`src/hdl/lsgf_pkg.sv`:
```
// shared types and constants for the laser scan gap finder
// used by every module under hdl, no dependencies of its own
package lsgf_pkg;

  // scan geometry
  localparam int SECTORS            = 60;
  localparam int SAMPLES_PER_SECTOR = 3;
  localparam int SAMPLE_BITS        = 16;

  // fixed port and state widths
  localparam int DIST_W = 16;
  localparam int SECT_W = 6;
  localparam int THR_W  = 16;
  localparam int GAP_W  = 8;
  localparam int CFG_W  = 16;
  localparam int SPS_W  = $clog2(SAMPLES_PER_SECTOR + 1);

  localparam logic [DIST_W-1:0] SAMPLE_MASK =
    DIST_W'((64'd1 << SAMPLE_BITS) - 64'd1);

  // steering constants
  localparam logic [SECT_W-1:0]  CENTER_SECTOR = SECT_W'(30);
  localparam logic signed [6:0]  DEAD_BAND     = 7'sd5;
  localparam logic [THR_W-1:0]   THR_RESET     = THR_W'(1000);
  localparam logic [GAP_W-1:0]   GAP_RESET     = GAP_W'(23);

  // queue between front and back
  localparam int EVQ_DEPTH = 4;
  localparam int EVQ_AW    = $clog2(EVQ_DEPTH);

  // result queue
  localparam int OQ_DEPTH = 2;
  localparam int OQ_AW    = $clog2(OQ_DEPTH);

  // configuration register indexes
  localparam logic REG_CLEAR_THRESHOLD = 1'b0;
  localparam logic REG_MIN_GAP_DEGREES = 1'b1;

  // one event from the front: a finished sector and/or the end of a scan
  typedef struct packed {
    logic              last;
    logic              sec_done;
    logic              sec_clr;
    logic [DIST_W-1:0] sec_peak;
    logic [SECT_W-1:0] sec_idx;
  } evt_t;

  // head of the event queue as seen by the back
  typedef struct packed {
    logic empty;
    evt_t evt;
  } evq_head_t;

  // best gap of a finished scan
  typedef struct packed {
    logic              found;
    logic [SECT_W-1:0] start;
    logic [SECT_W-1:0] stop;
  } fin_t;

  // one result item
  typedef struct packed {
    logic                found;
    logic [SECT_W-1:0]   best_sector;
    logic                turn_needed;
    logic signed [7:0]   turn_amount;
  } res_t;

endpackage

```
`src/hdl/lsgf_front.sv`:
```
// front part: groups samples into sectors and emits sector and scan-end events
// depends on lsgf_pkg
module lsgf_front import lsgf_pkg::*; (
  input  logic              clk,
  input  logic              rst_n,
  input  logic              accept,
  input  logic [DIST_W-1:0] distance,
  input  logic              scan_end,
  input  logic [THR_W-1:0]  clear_threshold,
  output logic              evt_push,
  output evt_t              evt
);

  logic [SPS_W-1:0]  cnt_r, cnt_nxt;
  logic [SECT_W-1:0] idx_r, idx_nxt;
  logic              full_r, full_nxt;
  logic              clr_r, clr_nxt;
  logic [DIST_W-1:0] peak_r, peak_nxt;

  logic [DIST_W-1:0] d;
  logic              clr_new;
  logic [DIST_W-1:0] peak_new;
  logic [SPS_W-1:0]  cnt_inc;
  logic              done;
  logic [SECT_W:0]   idx_inc;

  // sample classification
  always_comb begin
    d        = distance & SAMPLE_MASK;
    clr_new  = clr_r & (d > clear_threshold);
    peak_new = (d > peak_r) ? d : peak_r;
    cnt_inc  = cnt_r + SPS_W'(1);
    done     = !full_r && (cnt_inc == SPS_W'(SAMPLES_PER_SECTOR));
    idx_inc  = {1'b0, idx_r} + (SECT_W+1)'(1);
  end

  // sector accumulation
  always_comb begin
    cnt_nxt  = cnt_r;
    idx_nxt  = idx_r;
    full_nxt = full_r;
    clr_nxt  = clr_r;
    peak_nxt = peak_r;
    if (accept) begin
      if (!full_r) begin
        if (done) begin
          cnt_nxt  = '0;
          clr_nxt  = 1'b1;
          peak_nxt = '0;
          if (idx_inc >= (SECT_W+1)'(SECTORS)) begin
            full_nxt = 1'b1;
          end else begin
            idx_nxt = idx_inc[SECT_W-1:0];
          end
        end else begin
          cnt_nxt  = cnt_inc;
          clr_nxt  = clr_new;
          peak_nxt = peak_new;
        end
      end
      // scan end starts a fresh scan
      if (scan_end) begin
        cnt_nxt  = '0;
        idx_nxt  = '0;
        full_nxt = 1'b0;
        clr_nxt  = 1'b1;
        peak_nxt = '0;
      end
    end
  end

  always_ff @(posedge clk) begin
    if (!rst_n) begin
      cnt_r  <= '0;
      idx_r  <= '0;
      full_r <= 1'b0;
      clr_r  <= 1'b1;
      peak_r <= '0;
    end else begin
      cnt_r  <= cnt_nxt;
      idx_r  <= idx_nxt;
      full_r <= full_nxt;
      clr_r  <= clr_nxt;
      peak_r <= peak_nxt;
    end
  end

  // event toward the back
  always_comb begin
    evt_push     = accept && (done || scan_end);
    evt.last     = scan_end;
    evt.sec_done = done;
    evt.sec_clr  = clr_new;
    evt.sec_peak = peak_new;
    evt.sec_idx  = idx_r;
  end

endmodule

```
`src/hdl/lsgf_evq.sv`:
```
// short queue of events between the front and the back
// depends on lsgf_pkg
module lsgf_evq import lsgf_pkg::*; (
  input  logic      clk,
  input  logic      rst_n,
  input  logic      push,
  input  evt_t      push_evt,
  output logic      full,
  input  logic      pop,
  output evq_head_t head
);

  evt_t              mem [EVQ_DEPTH];
  logic [EVQ_AW-1:0] wp_r, wp_nxt;
  logic [EVQ_AW-1:0] rp_r, rp_nxt;
  logic [EVQ_AW:0]   cnt_r, cnt_nxt;

  // pointer and fill count
  always_comb begin
    wp_nxt  = push ? wp_r + EVQ_AW'(1) : wp_r;
    rp_nxt  = pop ? rp_r + EVQ_AW'(1) : rp_r;
    cnt_nxt = cnt_r + (EVQ_AW+1)'(push) - (EVQ_AW+1)'(pop);
  end

  always_ff @(posedge clk) begin
    if (!rst_n) begin
      wp_r  <= '0;
      rp_r  <= '0;
      cnt_r <= '0;
    end else begin
      wp_r  <= wp_nxt;
      rp_r  <= rp_nxt;
      cnt_r <= cnt_nxt;
    end
  end

  // storage
  always_ff @(posedge clk) begin
    if (push) begin
      mem[wp_r] <= push_evt;
    end
  end

  always_comb begin
    full       = (cnt_r == (EVQ_AW+1)'(EVQ_DEPTH));
    head.empty = (cnt_r == '0);
    head.evt   = mem[rp_r];
  end

  assert property (@(posedge clk) disable iff (!rst_n)
    cnt_r <= (EVQ_AW+1)'(EVQ_DEPTH))
    else $error("event queue over its depth");

  assert property (@(posedge clk) disable iff (!rst_n)
    pop |-> !head.empty)
    else $error("event queue popped while empty");

  assert property (@(posedge clk) disable iff (!rst_n)
    (push && !pop) |=> !head.empty)
    else $error("event queue lost a transfer");

endmodule

```
`src/hdl/lsgf_back.sv`:
```
// back part: tracks gap runs and the best gap, then forms the steering result
// depends on lsgf_pkg
module lsgf_back import lsgf_pkg::*; (
  input  logic             clk,
  input  logic             rst_n,
  input  evq_head_t        head,
  output logic             pop,
  input  logic [GAP_W-1:0] min_gap_degrees,
  output logic             res_empty,
  input  logic             res_pop,
  output res_t             res
);

  // per-scan run and best-gap state
  logic              run_act_r, run_act_nxt;
  logic [SECT_W-1:0] run_start_r, run_start_nxt;
  logic [SECT_W-1:0] run_end_r, run_end_nxt;
  logic [DIST_W-1:0] run_peak_r, run_peak_nxt;
  logic              best_found_r, best_found_nxt;
  logic [DIST_W-1:0] best_peak_r, best_peak_nxt;
  logic [SECT_W-1:0] best_start_r, best_start_nxt;
  logic [SECT_W-1:0] best_end_r, best_end_nxt;

  // finished-scan stage
  fin_t              fin_r, fin_nxt;
  logic              fin_vld_r, fin_vld_nxt;
  logic              fin_adv;

  // result queue and held angle
  res_t              oq [OQ_DEPTH];
  logic [OQ_AW-1:0]  oq_wp_r, oq_rp_r;
  logic [OQ_AW:0]    oq_cnt_r;
  logic [SECT_W-1:0] held_r, held_nxt;

  // run update and close
  logic              ra1;
  logic [SECT_W-1:0] rs1, re1;
  logic [DIST_W-1:0] rp1;
  logic              close_en;
  logic [SECT_W:0]   run_len;
  logic [8:0]        run_deg;
  logic              take;

  // steering
  logic [SECT_W:0]   mid_sum;
  logic signed [6:0] diff;
  logic signed [7:0] diff8;
  logic              turn;
  res_t              res_new;

  evt_t              e;
  logic              ev_do;
  logic              oq_push;
  logic              oq_pop;

  // event acceptance: a scan end needs a free finish slot
  always_comb begin
    e       = head.evt;
    fin_adv = fin_vld_r && (oq_cnt_r != (OQ_AW+1)'(OQ_DEPTH));
    ev_do   = !head.empty && (!e.last || !fin_vld_r || fin_adv);
    pop     = ev_do;
  end

  // run state after the sector of this event
  always_comb begin
    ra1 = run_act_r;
    rs1 = run_start_r;
    re1 = run_end_r;
    rp1 = run_peak_r;
    if (e.sec_done) begin
      if (e.sec_clr) begin
        ra1 = 1'b1;
        re1 = e.sec_idx;
        if (!run_act_r) begin
          rs1 = e.sec_idx;
          rp1 = e.sec_peak;
        end else if (e.sec_peak > run_peak_r) begin
          rp1 = e.sec_peak;
        end
      end else begin
        ra1 = 1'b0;
      end
    end
    // a blocked sector or the scan end closes the open run
    close_en = (e.sec_done && !e.sec_clr && run_act_r) || (e.last && ra1);
    run_len  = {1'b0, re1} - {1'b0, rs1} + (SECT_W+1)'(1);
    run_deg  = 9'({2'b00, run_len}) + 9'({1'b0, run_len, 1'b0});
    take     = close_en && (run_deg > {1'b0, min_gap_degrees})
               && (!best_found_r || (rp1 > best_peak_r));
  end

  // per-scan state update
  always_comb begin
    run_act_nxt    = run_act_r;
    run_start_nxt  = run_start_r;
    run_end_nxt    = run_end_r;
    run_peak_nxt   = run_peak_r;
    best_found_nxt = best_found_r;
    best_peak_nxt  = best_peak_r;
    best_start_nxt = best_start_r;
    best_end_nxt   = best_end_r;
    fin_nxt        = fin_r;
    fin_vld_nxt    = fin_vld_r && !fin_adv;
    if (ev_do) begin
      run_act_nxt   = ra1 && !close_en;
      run_start_nxt = rs1;
      run_end_nxt   = re1;
      run_peak_nxt  = rp1;
      if (take) begin
        best_found_nxt = 1'b1;
        best_peak_nxt  = rp1;
        best_start_nxt = rs1;
        best_end_nxt   = re1;
      end
      if (e.last) begin
        fin_nxt.found  = best_found_nxt;
        fin_nxt.start  = best_start_nxt;
        fin_nxt.stop   = best_end_nxt;
        fin_vld_nxt    = 1'b1;
        run_act_nxt    = 1'b0;
        run_start_nxt  = '0;
        run_end_nxt    = '0;
        run_peak_nxt   = '0;
        best_found_nxt = 1'b0;
        best_peak_nxt  = '0;
        best_start_nxt = '0;
        best_end_nxt   = '0;
      end
    end
  end

  always_ff @(posedge clk) begin
    if (!rst_n) begin
      run_act_r    <= 1'b0;
      run_start_r  <= '0;
      run_end_r    <= '0;
      run_peak_r   <= '0;
      best_found_r <= 1'b0;
      best_peak_r  <= '0;
      best_start_r <= '0;
      best_end_r   <= '0;
      fin_vld_r    <= 1'b0;
    end else begin
      run_act_r    <= run_act_nxt;
      run_start_r  <= run_start_nxt;
      run_end_r    <= run_end_nxt;
      run_peak_r   <= run_peak_nxt;
      best_found_r <= best_found_nxt;
      best_peak_r  <= best_peak_nxt;
      best_start_r <= best_start_nxt;
      best_end_r   <= best_end_nxt;
      fin_vld_r    <= fin_vld_nxt;
    end
  end

  always_ff @(posedge clk) begin
    fin_r <= fin_nxt;
  end

  // midpoint and steering command
  always_comb begin
    mid_sum = {1'b0, fin_r.start} + {1'b0, fin_r.stop};
    held_nxt = held_r;
    if (fin_adv && fin_r.found) begin
      held_nxt = mid_sum[SECT_W:1];
    end
    diff  = 7'({1'b0, CENTER_SECTOR}) - 7'({1'b0, held_nxt});
    diff8 = 8'(diff);
    turn  = (diff > DEAD_BAND) || (diff < -DEAD_BAND);
    res_new.found       = fin_r.found;
    res_new.best_sector = held_nxt;
    res_new.turn_needed = turn;
    res_new.turn_amount = turn ? (diff8 + (diff8 <<< 1)) : 8'sd0;
  end

  // result queue control
  always_comb begin
    oq_push   = fin_adv;
    res_empty = (oq_cnt_r == '0);
    oq_pop    = res_pop && !res_empty;
    res       = oq[oq_rp_r];
  end

  always_ff @(posedge clk) begin
    if (!rst_n) begin
      held_r   <= CENTER_SECTOR;
      oq_wp_r  <= '0;
      oq_rp_r  <= '0;
      oq_cnt_r <= '0;
    end else begin
      held_r   <= held_nxt;
      oq_wp_r  <= oq_push ? oq_wp_r + OQ_AW'(1) : oq_wp_r;
      oq_rp_r  <= oq_pop ? oq_rp_r + OQ_AW'(1) : oq_rp_r;
      oq_cnt_r <= oq_cnt_r + (OQ_AW+1)'(oq_push) - (OQ_AW+1)'(oq_pop);
    end
  end

  always_ff @(posedge clk) begin
    if (oq_push) begin
      oq[oq_wp_r] <= res_new;
    end
  end

  assert property (@(posedge clk) disable iff (!rst_n)
    oq_cnt_r <= (OQ_AW+1)'(OQ_DEPTH))
    else $error("result queue over its depth");

  assert property (@(posedge clk) disable iff (!rst_n)
    (fin_vld_r && !fin_adv) |=> (fin_vld_r && $stable(fin_r)))
    else $error("finished scan overwritten before transfer");

  assert property (@(posedge clk) disable iff (!rst_n)
    best_found_r |-> (best_start_r <= best_end_r))
    else $error("best gap with start past end");

  assert property (@(posedge clk) disable iff (!rst_n)
    (!res_empty && !res.turn_needed) |-> (res.turn_amount == 8'sd0))
    else $error("turn amount set without a turn");

endmodule

```
`src/hdl/laser_scan_gap_finder_top.sv`:
```
// Laser scan gap finder, top level.
// Input queue side: one range sample per transfer (in_distance, in_scan_end);
// a sample is taken at a clock edge with in_push high and in_full low.
// Samples are grouped into sectors; sectors whose samples all exceed
// clear_threshold merge into gaps, and at the sample flagged in_scan_end the
// qualifying gap with the highest peak sample is reported as one result.
// Result queue side: out_empty low means a result is on the out_ ports; it
// is transferred at a clock edge with out_pop high.
// Throughput: one sample per clock while in_full is low; the front classifies
// samples and the back updates runs, each taking at most one event per cycle.
// Path of a result: the scan-end event goes through the event queue, the
// run/best update into the finish register, then steering into the result
// queue.
// When the receiver stalls, the two-entry result queue, the finish register
// and the four-entry event queue fill and in_full rises; nothing is dropped.
// Reset (rst_n low, synchronous) empties both queues, restores thresholds to
// 1000 mm and 23 degrees and the held angle to sector 30.
// Configuration: cfg_we writes cfg_wdata to register cfg_idx (0 threshold, 1
// minimum gap degrees); writes only while the block is idle, user-enforced.
module laser_scan_gap_finder_top import lsgf_pkg::*; (
  input  logic                clk,
  input  logic                rst_n,
  input  logic                in_push,
  output logic                in_full,
  input  logic [DIST_W-1:0]   in_distance,
  input  logic                in_scan_end,
  output logic                out_empty,
  input  logic                out_pop,
  output logic                out_found,
  output logic [SECT_W-1:0]   out_best_sector,
  output logic                out_turn_needed,
  output logic signed [7:0]   out_turn_amount,
  input  logic                cfg_we,
  input  logic                cfg_idx,
  input  logic [CFG_W-1:0]    cfg_wdata
);

  logic [THR_W-1:0] thr_r, thr_nxt;
  logic [GAP_W-1:0] gap_r, gap_nxt;

  logic      accept;
  logic      evt_push;
  evt_t      evt;
  logic      evq_full;
  logic      evq_pop;
  evq_head_t evq_head;
  res_t      res;

  // configuration registers
  always_comb begin
    thr_nxt = thr_r;
    gap_nxt = gap_r;
    if (cfg_we) begin
      unique case (cfg_idx)
        REG_CLEAR_THRESHOLD: thr_nxt = cfg_wdata[THR_W-1:0];
        REG_MIN_GAP_DEGREES: gap_nxt = cfg_wdata[GAP_W-1:0];
        default: ;
      endcase
    end
  end

  always_ff @(posedge clk) begin
    if (!rst_n) begin
      thr_r <= THR_RESET;
      gap_r <= GAP_RESET;
    end else begin
      thr_r <= thr_nxt;
      gap_r <= gap_nxt;
    end
  end

  // input transfer
  assign in_full = evq_full;
  assign accept  = in_push && !evq_full;

  lsgf_front u_front (
    .clk             (clk),
    .rst_n           (rst_n),
    .accept          (accept),
    .distance        (in_distance),
    .scan_end        (in_scan_end),
    .clear_threshold (thr_r),
    .evt_push        (evt_push),
    .evt             (evt)
  );

  lsgf_evq u_evq (
    .clk      (clk),
    .rst_n    (rst_n),
    .push     (evt_push),
    .push_evt (evt),
    .full     (evq_full),
    .pop      (evq_pop),
    .head     (evq_head)
  );

  lsgf_back u_back (
    .clk             (clk),
    .rst_n           (rst_n),
    .head            (evq_head),
    .pop             (evq_pop),
    .min_gap_degrees (gap_r),
    .res_empty       (out_empty),
    .res_pop         (out_pop),
    .res             (res)
  );

  // result ports
  assign out_found       = res.found;
  assign out_best_sector = res.best_sector;
  assign out_turn_needed = res.turn_needed;
  assign out_turn_amount = res.turn_amount;

endmodule
```
`config.mk`:
```
export PLATFORM = sky130hd
export DESIGN_NAME = laser_scan_gap_finder_top
export DESIGN_NICKNAME = d
export VERILOG_FILES = /design/src/hdl/lsgf_pkg.sv /design/src/hdl/lsgf_front.sv /design/src/hdl/lsgf_evq.sv /design/src/hdl/lsgf_back.sv /design/src/hdl/laser_scan_gap_finder_top.sv
export SDC_FILE = /design/constraint.sdc
export NUM_CORES = 1
export LEC_CHECK = 0
export ABC_CLOCK_PERIOD_IN_PS = 6940
export BUFFER_PORTS_ARGS = -buffer_cell sky130_fd_sc_hd__buf_4
export CAP_MARGIN = 15
export CORE_MARGIN = 1
export CORE_UTILIZATION = 50
export CTS_BUF_LIST = sky130_fd_sc_hd__clkbuf_8
export CTS_CLUSTER_DIAMETER = 200
export DETAILED_ROUTE_END_ITERATION = 10
export PLACE_DENSITY_LB_ADDON = 0.08
export SYNTH_ARGS = -nofsm -noshare
export SYNTH_HDL_FRONTEND = slang
export SYNTH_SLANG_ARGS = --single-unit
```
`constraint.sdc`:
```
create_clock -name clk -period 6.94 [get_ports clk]
set_input_delay 0.694 -clock clk [delete_from_list [all_inputs] [get_ports clk]]
set_output_delay 0.694 -clock clk [all_outputs]
set_load 0.05 [all_outputs]
```
After elaboration in Yosys (flattened, before gate mapping)
Memories as Yosys holds them, arrays and structs flattened. A register that Yosys moved wholly into a read port is not among the register bits.
Index checks and enable logic that the tools add are counted.
{ "word_totals": {"inputBits": 39, "register_bits": 139, "output_inout_bits": 18, "mem_count": 2, "ramBits": 132} }
{ "memory_table": {"columns": ["name", "depth", "width", "rd", "rd_ports_with_merged_regs", "wr", "line", "rtl"], "rows": [
  ["u_evq.mem", 4, 25, 1, 1, 1, "lsgf_evq.sv:13", "evt_t mem [EVQ_DEPTH];"],
  ["u_back.oq", 2, 16, 1, 1, 1, "lsgf_back.sv:30", "res_t oq [OQ_DEPTH];"]
]} }
{ "classes": {"n_mux": 53, "n_lt_le_gt_ge": 8, "reduce_logical": 40, "addsub": 16, "n_bitwise": 2, "eq_ne": 5} }
{ "op_table": {"columns": ["operator", "count"], "rows": [
  ["$mux W16", 11],
  ["$mux W6", 16],
  ["$gt A16 B16 Y1", 4],
  ["$mux W1", 20],
  ["$logic_and A1 B1 Y1", 14],
  ["$logic_not A1 Y1", 10],
  ["$mux W2", 5],
  ["$reduce_and A2 Y1", 5],
  ["$add A7 B8 Y9", 1],
  ["$gt A9 B8 Y1", 1],
  ["$add A7 B8 Y8", 1],
  ["$mux W8", 1],
  ["$add A6 B1 Y7 const B", 1],
  ["$add A6 B6 Y7", 1],
  ["$add A7 B1 Y7 const B", 1],
  ["$ge A7 B6 Y1 const B", 1],
  ["$gt A7 B4 Y1 const B", 1],
  ["$lt A7 B4 Y1 const B", 1],
  ["$sub A5 B6 Y7 const A", 1],
  ["$sub A6 B6 Y7", 1],
  ["$add A2 B1 Y2 const B", 3],
  ["$logic_or A1 B1 Y1", 6],
  ["$ne A2 B2 Y1 const B", 3],
  ["$reduce_and A4 Y1", 1],
  ["other kinds (12)", 14]
]} }

Depth between registers and ports, before layout
{ "depth": {"depth_word": 11, "depth_mapped": 30} }

Hierarchy
A second synthesis with hierarchy kept.
{ "unflattened": {"hier_cells": 1228, "area_unflattened_um2": 14099.8} }
{ "by_module_without_submodules": {"columns": ["module", "instances", "cells_each", "area_each_um2", "seq_area_each_um2"], "rows": [
  ["lsgf_back", 1, 703, 6847.8, 2752.6],
  ["lsgf_evq", 1, 174, 4093.9, 3183.1],
  ["lsgf_front", 1, 243, 2178.3, 520.5],
  ["laser_scan_gap_finder_top", 1, 108, 979.7, 480.5]
]} }

Worst setup path after synthesis
No wires, ideal clock.
{ "synth_timing": {"kind": "register -> register", "startpoint": "register (tool-made name)", "endpoint": "register u_back.fin_r[0] (netlist bit), data pin", "stages_incl_launch_ff": 28, "path_buffers": 3, "t_required_ps": 6680, "setup_ps": 260, "setup_slack_ps": 1032, "t_arrival_ps": 5648, "path_cell_list": "dfxtp_1 > buf_6 > mux4_2 > nand2_2 > or2_1 > buf_2 > mux2_2 > ha_1 > inv_1 > ha_1 > inv_1 > fa_1 > inv_1 > fa_1 > a21o_1 > a21oi_1 > nor2b_1 > o21ai_0 > nand2_1 > xor2_1 > ha_1 > a211oi_1 > o211ai_1 > o211ai_1 > a32oi_4 > o311ai_4 > buf_6 > mux2_2"} }
{ "synth_rtl": {"columns": ["item", "line", "rtl"], "rows": [
  ["end signal, assigned", "lsgf_back.sv:157", "fin_r <= fin_nxt;"],
  ["end, declared", "lsgf_back.sv:25", "fin_t fin_r, fin_nxt;"]
]} }

==> impl_results.html <==
<table>
<tr><th>Metric</th><th>Value</th></tr>
<tr><th colspan="2">Yosys</th></tr>
<tr><td>Synth Cell Area</td><td>13900 sq um</td></tr>
<tr><td>Yosys warnings</td><td>0</td></tr>
<tr><td>Synthesized instance count</td><td>1239</td></tr>
<tr><td>Count of flip-flops with a built-in enable after synthesis</td><td>145</td></tr>
<tr><td>Fraction of synthesis flops using an asynchronous set or reset pin</td><td>0%</td></tr>
<tr><td>Dominant register cell in the synthesized netlist</td><td>sky130_fd_sc_hd__edfxtp_1</td></tr>
<tr><td>Mean instance size in the synthesized netlist</td><td>11.2 sq um</td></tr>
<tr><td>Cell type with the largest total area after synthesis</td><td>sky130_fd_sc_hd__edfxtp_1</td></tr>
<tr><td>Yosys top cell area share</td><td>31.2%</td></tr>
<tr><td>Most instantiated library cell after synthesis</td><td>sky130_fd_sc_hd__nand2_1</td></tr>
<tr><td>Post-synth net total</td><td>1403</td></tr>
<tr><td>Synth area leaders</td><td>sky130_fd_sc_hd__edfxtp_1 (31%), sky130_fd_sc_hd__dfxtp_1 (19%), sky130_fd_sc_hd__ha_1 (11%)</td></tr>
<tr><td>Synth cell count leaders</td><td>sky130_fd_sc_hd__nand2_1 (150), sky130_fd_sc_hd__edfxtp_1 (145), sky130_fd_sc_hd__dfxtp_1 (129)</td></tr>
<tr><td>Post-synthesis register bit count</td><td>274</td></tr>
<tr><td>Sequential share of the synthesized area</td><td>49.8%</td></tr>
<tr><td>Number of distinct library cells after synthesis</td><td>80</td></tr>
<tr><th colspan="2">Global routing</th></tr>
<tr><td>Overall track demand over capacity in global routing</td><td>21.0%</td></tr>
<tr><td>Total global routing overflow</td><td>0</td></tr>
<tr><td>First-pass GRT wire length</td><td>46800 um</td></tr>
<tr><td>Antenna violations before repair</td><td>0</td></tr>
<tr><td>Number of global-route vias before repair</td><td>8971</td></tr>
<tr><td>Maximum number of pins on one net before global-route repair</td><td>61</td></tr>
<tr><th colspan="2">Layout</th></tr>
<tr><td>Count of inserted antenna diode cells</td><td>0</td></tr>
<tr><td>Number of filler cells placed in the layout</td><td>2346</td></tr>
<tr><td>Proportion of layout cells with a drive suffix above 1</td><td>18.6%</td></tr>
<tr><td>Sequential cell area</td><td>6940 sq um</td></tr>
<tr><td>Layout Nets</td><td>1471</td></tr>
<tr><td>Synthesis-to-layout area growth</td><td>12.7%</td></tr>
<tr><td>Combined area of the multi-input logic cells</td><td>6320 sq um</td></tr>
<tr><th colspan="2">CTS</th></tr>
<tr><td>Gates resized, CTS repair</td><td>0</td></tr>
<tr><td>Clk pin slew, worst setup/hold paths</td><td>0.06 ns</td></tr>
<tr><td>Clk root buf</td><td>sky130_fd_sc_hd__clkbuf_8</td></tr>
<tr><td>Cts bufs inserted</td><td>47</td></tr>
<tr><td>CTS max path bufs</td><td>3</td></tr>
<tr><td>Number of sinks on the clock net</td><td>274</td></tr>
<tr><td>CTS H-tree lvls</td><td>2</td></tr>
<tr><td>Post-CTS repair timing setup buffer count</td><td>0</td></tr>
<tr><td>TritonCTS clock tree</td><td>done</td></tr>
<tr><td>Hold buffer count at CTS</td><td>0</td></tr>
<tr><td>Insertion delay of the later-clocked pin in the worst-skew pair</td><td>0.58 ns</td></tr>
<tr><th colspan="2">Timing</th></tr>
<tr><td>Final Hold Viols</td><td>0</td></tr>
<tr><td>Post-Route Setup TNS</td><td>0 ns</td></tr>
<tr><td>Clock tree skew after final layout</td><td>0.0356 ns</td></tr>
<tr><td>Final clock period utilization by the worst path</td><td>94.6%</td></tr>
<tr><td>Worst max-slew margin expressed relative to the limit</td><td>33.5%</td></tr>
<tr><td>Post-Route Hold Slack</td><td>0.344 ns</td></tr>
<tr><td>Maximum clock rate</td><td>152 MHz</td></tr>
<tr><td>Actual transition at the worst max-transition pin</td><td>0.994 ns</td></tr>
<tr><td>Fin crit period</td><td>6.56 ns</td></tr>
<tr><td>Slew Limit Fails</td><td>0</td></tr>
<tr><td>Final setup violating endpoints</td><td>0</td></tr>
<tr><td>RSZ-0062 raised after global routing</td><td>false</td></tr>
<tr><th colspan="2">Floorplanning</th></tr>
<tr><td>Initial core utilization</td><td>51.3%</td></tr>
<tr><td>Standard-cell row count</td><td>60</td></tr>
<tr><td>Ports placed on the boundary</td><td>57</td></tr>
<tr><td>Floorplan core area</td><td>27200 sq um</td></tr>
<tr><td>Die X</td><td>169 um</td></tr>
<tr><td>Die Area</td><td>28500 sq um</td></tr>
<tr><td>Vertical extent of the die</td><td>169 um</td></tr>
<tr><th colspan="2">Worst setup path</th></tr>
<tr><td>Maximum fanout along the worst path</td><td>28</td></tr>
<tr><td>Kind of end point of the critical path</td><td>flip-flop</td></tr>
<tr><td>Signal arrival time at the worst endpoint</td><td>6.99 ns</td></tr>
<tr><td>Worst Path Class, Setup</td><td>flip-flop to flip-flop</td></tr>
<tr><td>Data required, critical path</td><td>7.36 ns</td></tr>
<tr><td>Startpoint Class</td><td>flip-flop</td></tr>
<tr><th colspan="2">Drt</th></tr>
<tr><td>Routed via count</td><td>9289</td></tr>
<tr><td>Antenna Violating Nets Remaining</td><td>0</td></tr>
<tr><td>Detailed-route wire length on metal 1</td><td>13700 um</td></tr>
<tr><td>Total DRC errors in the routed layout</td><td>0</td></tr>
<tr><td>Sum of routed wire length over all layers</td><td>29000 um</td></tr>
<tr><td>Average detailed-routed wire length per instance</td><td>16.9 um</td></tr>
<tr><td>Highest Signal Layer</td><td>met4</td></tr>
<tr><td>Total met2 wirelength after detailed routing</td><td>13600 um</td></tr>
<tr><td>Vias per cell</td><td>5.41</td></tr>
<tr><td>Met3 wire length</td><td>1160 um</td></tr>
<tr><td>Number of DRC markers after the initial detailed-route iteration</td><td>439</td></tr>
<tr><td>Number of iterations in the first detailed-routing pass</td><td>4</td></tr>
<tr><th colspan="2">Pwr</th></tr>
<tr><td>P_sw</td><td>3270 uW</td></tr>
<tr><td>Leakage component of the power</td><td>0.00606 uW</td></tr>
<tr><td>Clock share of power</td><td>20.0%</td></tr>
<tr><td>Comb pwr share</td><td>52.8%</td></tr>
<tr><td>Seq pwr share</td><td>27.2%</td></tr>
<tr><td>Power Density</td><td>500 nW/um^2</td></tr>
<tr><td>Largest vdd supply drop</td><td>0.351 mV</td></tr>
<tr><td>Total Power Consumption</td><td>7850 uW</td></tr>
<tr><td>Internal Dissipation</td><td>4580 uW</td></tr>
<tr><td>Sw Share</td><td>41.6%</td></tr>
<tr><th colspan="2">Min path</th></tr>
<tr><td>Class of the tightest hold or removal check</td><td>input pin to flip-flop</td></tr>
<tr><th colspan="2">Run</th></tr>
<tr><td>Max_cap viols</td><td>0</td></tr>
<tr><th colspan="2">Place</th></tr>
<tr><td>Half-perimeter wire length of the detailed placement result</td><td>20200 um</td></tr>
<tr><td>Final weighted congestion of routability-driven global placement</td><td>0.829</td></tr>
<tr><td>IO buf count</td><td>56</td></tr>
<tr><th colspan="2">Run status</th></tr>
<tr><td>Outcome</td><td>complete, no violations</td></tr>
</table>
-- layout by cell type, fill, tap and decap left out, drive strengths merged, types with 7 or more instances in the layout --
cell	synthesis	layout
nand2	151	151
edfxtp	145	145
dfxtp	129	129
inv	107	122
ha	120	120
buf	21	73
a21oi	54	54
clkbuf	33	53
nor2	53	53
mux2	44	44
o21ai	43	43
nand3	28	28
mux4	25	25
o2bb2ai	22	22
nor3	21	21
a31oi	20	20
a21o	18	18
xnor2	18	18
nand4	17	17
a32o	16	16
clkinv	1	16
and2	15	15
o211ai	14	14
nor2b	13	13
mux2i	9	9
xor2	9	9
o22ai	9	9
o21a	8	8
or2	7	7
-- power by group through the flow --
stage / Clock [uW] / Sequential [uW] / Combinational (uW)
finish: 1570 / 2140 / 4150
global route: 1690 / 2160 / 4660
global placement: 0 / 2170 / 4100
floorplan: 0 / 2130 / 3300
CTS: 1610 / 2140 / 4180
detailed placement: 0 / 2170 / 4150
-- final timing paths --
path                                    from                      to  slack [ns]  cells after the start
worst max-delay path               flip-flop  u_back.best_start_r[3]        0.38                     26
worst min-delay path            cfg_wdata[0]                gap_r[0]        0.34                      3
worst max register to register     flip-flop  u_back.best_start_r[3]        0.38                     26
worst min register to register     thr_r[15]               thr_r[15]        0.46                      2
-- registers in the layout, indices dropped and copies added (netlist names), 8 cells and up, named ones only --
signal	count
u_evq.mem	100
u_back.oq	32
thr_r	16
u_back.best_peak_r	16
u_back.run_peak_r	16
u_front.peak_r	16
u_back.fin_r	13
gap_r	8
-- critical path: stages (launching register included) --
cell,delay [ns]
sky130_fd_sc_hd__dfxtp_2,0.36
sky130_fd_sc_hd__mux4_2,0.56
sky130_fd_sc_hd__nand2_2,0.22
sky130_fd_sc_hd__or2_1,0.34
sky130_fd_sc_hd__mux2_2,0.44
sky130_fd_sc_hd__ha_1,0.30
sky130_fd_sc_hd__inv_1,0.06
sky130_fd_sc_hd__ha_1,0.17
sky130_fd_sc_hd__inv_1,0.06
sky130_fd_sc_hd__fa_1,0.49
sky130_fd_sc_hd__inv_1,0.09
sky130_fd_sc_hd__fa_1,0.46
sky130_fd_sc_hd__a21o_1,0.18
sky130_fd_sc_hd__a21oi_1,0.22
sky130_fd_sc_hd__nor2b_1,0.07
sky130_fd_sc_hd__o21ai_0,0.14
sky130_fd_sc_hd__nand2_1,0.08
sky130_fd_sc_hd__xor2_1,0.15
sky130_fd_sc_hd__ha_1,0.30
sky130_fd_sc_hd__nand2_1,0.07
sky130_fd_sc_hd__o32a_1,0.13
sky130_fd_sc_hd__o211ai_1,0.14
sky130_fd_sc_hd__a32oi_4,0.35
sky130_fd_sc_hd__o311ai_4,0.35
sky130_fd_sc_hd__a21oi_4,0.20
sky130_fd_sc_hd__buf_4,0.36
sky130_fd_sc_hd__o22ai_1,0.12
-- metrics by stage --
step	worst slack (ns)	util [%]	cell area [sq um]	std cells
5_1_grt	0.0170	57.8	15700	1718
4_1_cts	0.355	57.8	15700	1717
6_report	0.375	57.8	15700	1718
3_3_place_gp	0.453	54.0	14700	1629
3_5_place_dp	0.426	54.0	14700	1629
2_1_floorplan	1.03	-	13900	1239
-- cell families (layout without fill, tap and decap cells) --
| logic type | count (synthesis) | after routing | synth area share [%] |
|---|---|---|---|
| mux | 78 | 78 | 8.24 |
| compound gates | 242 | 242 | 12.7 |
| fa+ha+maj | 125 | 125 | 11.5 |
| simple gates | 331 | 331 | 11.2 |
| xor+xnor | 27 | 27 | 1.75 |
| buf+inv | 162 | 269 | 4.84 |
| flops | 274 | 274 | 49.8 |
-- routing by layer --
| metal | GRT usage [%] | up-vias |
|---|---|---|
| met1 | 28.1 | 4425 |
| met3 | 3.23 | 45 |
| met5 | 0 | - |
| met2 | 34.9 | 175 |
| li1 | - | 4644 |
| met4 | 6.72 | 0 |
-- final cells by class --
| type | count | area share, % |
|---|---|---|
| Sequential cell | 274 | 44.2 |
| Multi-Input combinational cell | 803 | 40.3 |
| Clock buffer | 53 | 4.64 |
| Timing Repair Buffer | 73 | 3.49 |
| Tap cell | 372 | 2.96 |
| Inverter | 108 | 2.58 |
| Clock inverter | 35 | 1.89 |
Note: power is estimated with default switching activity, not from simulation.
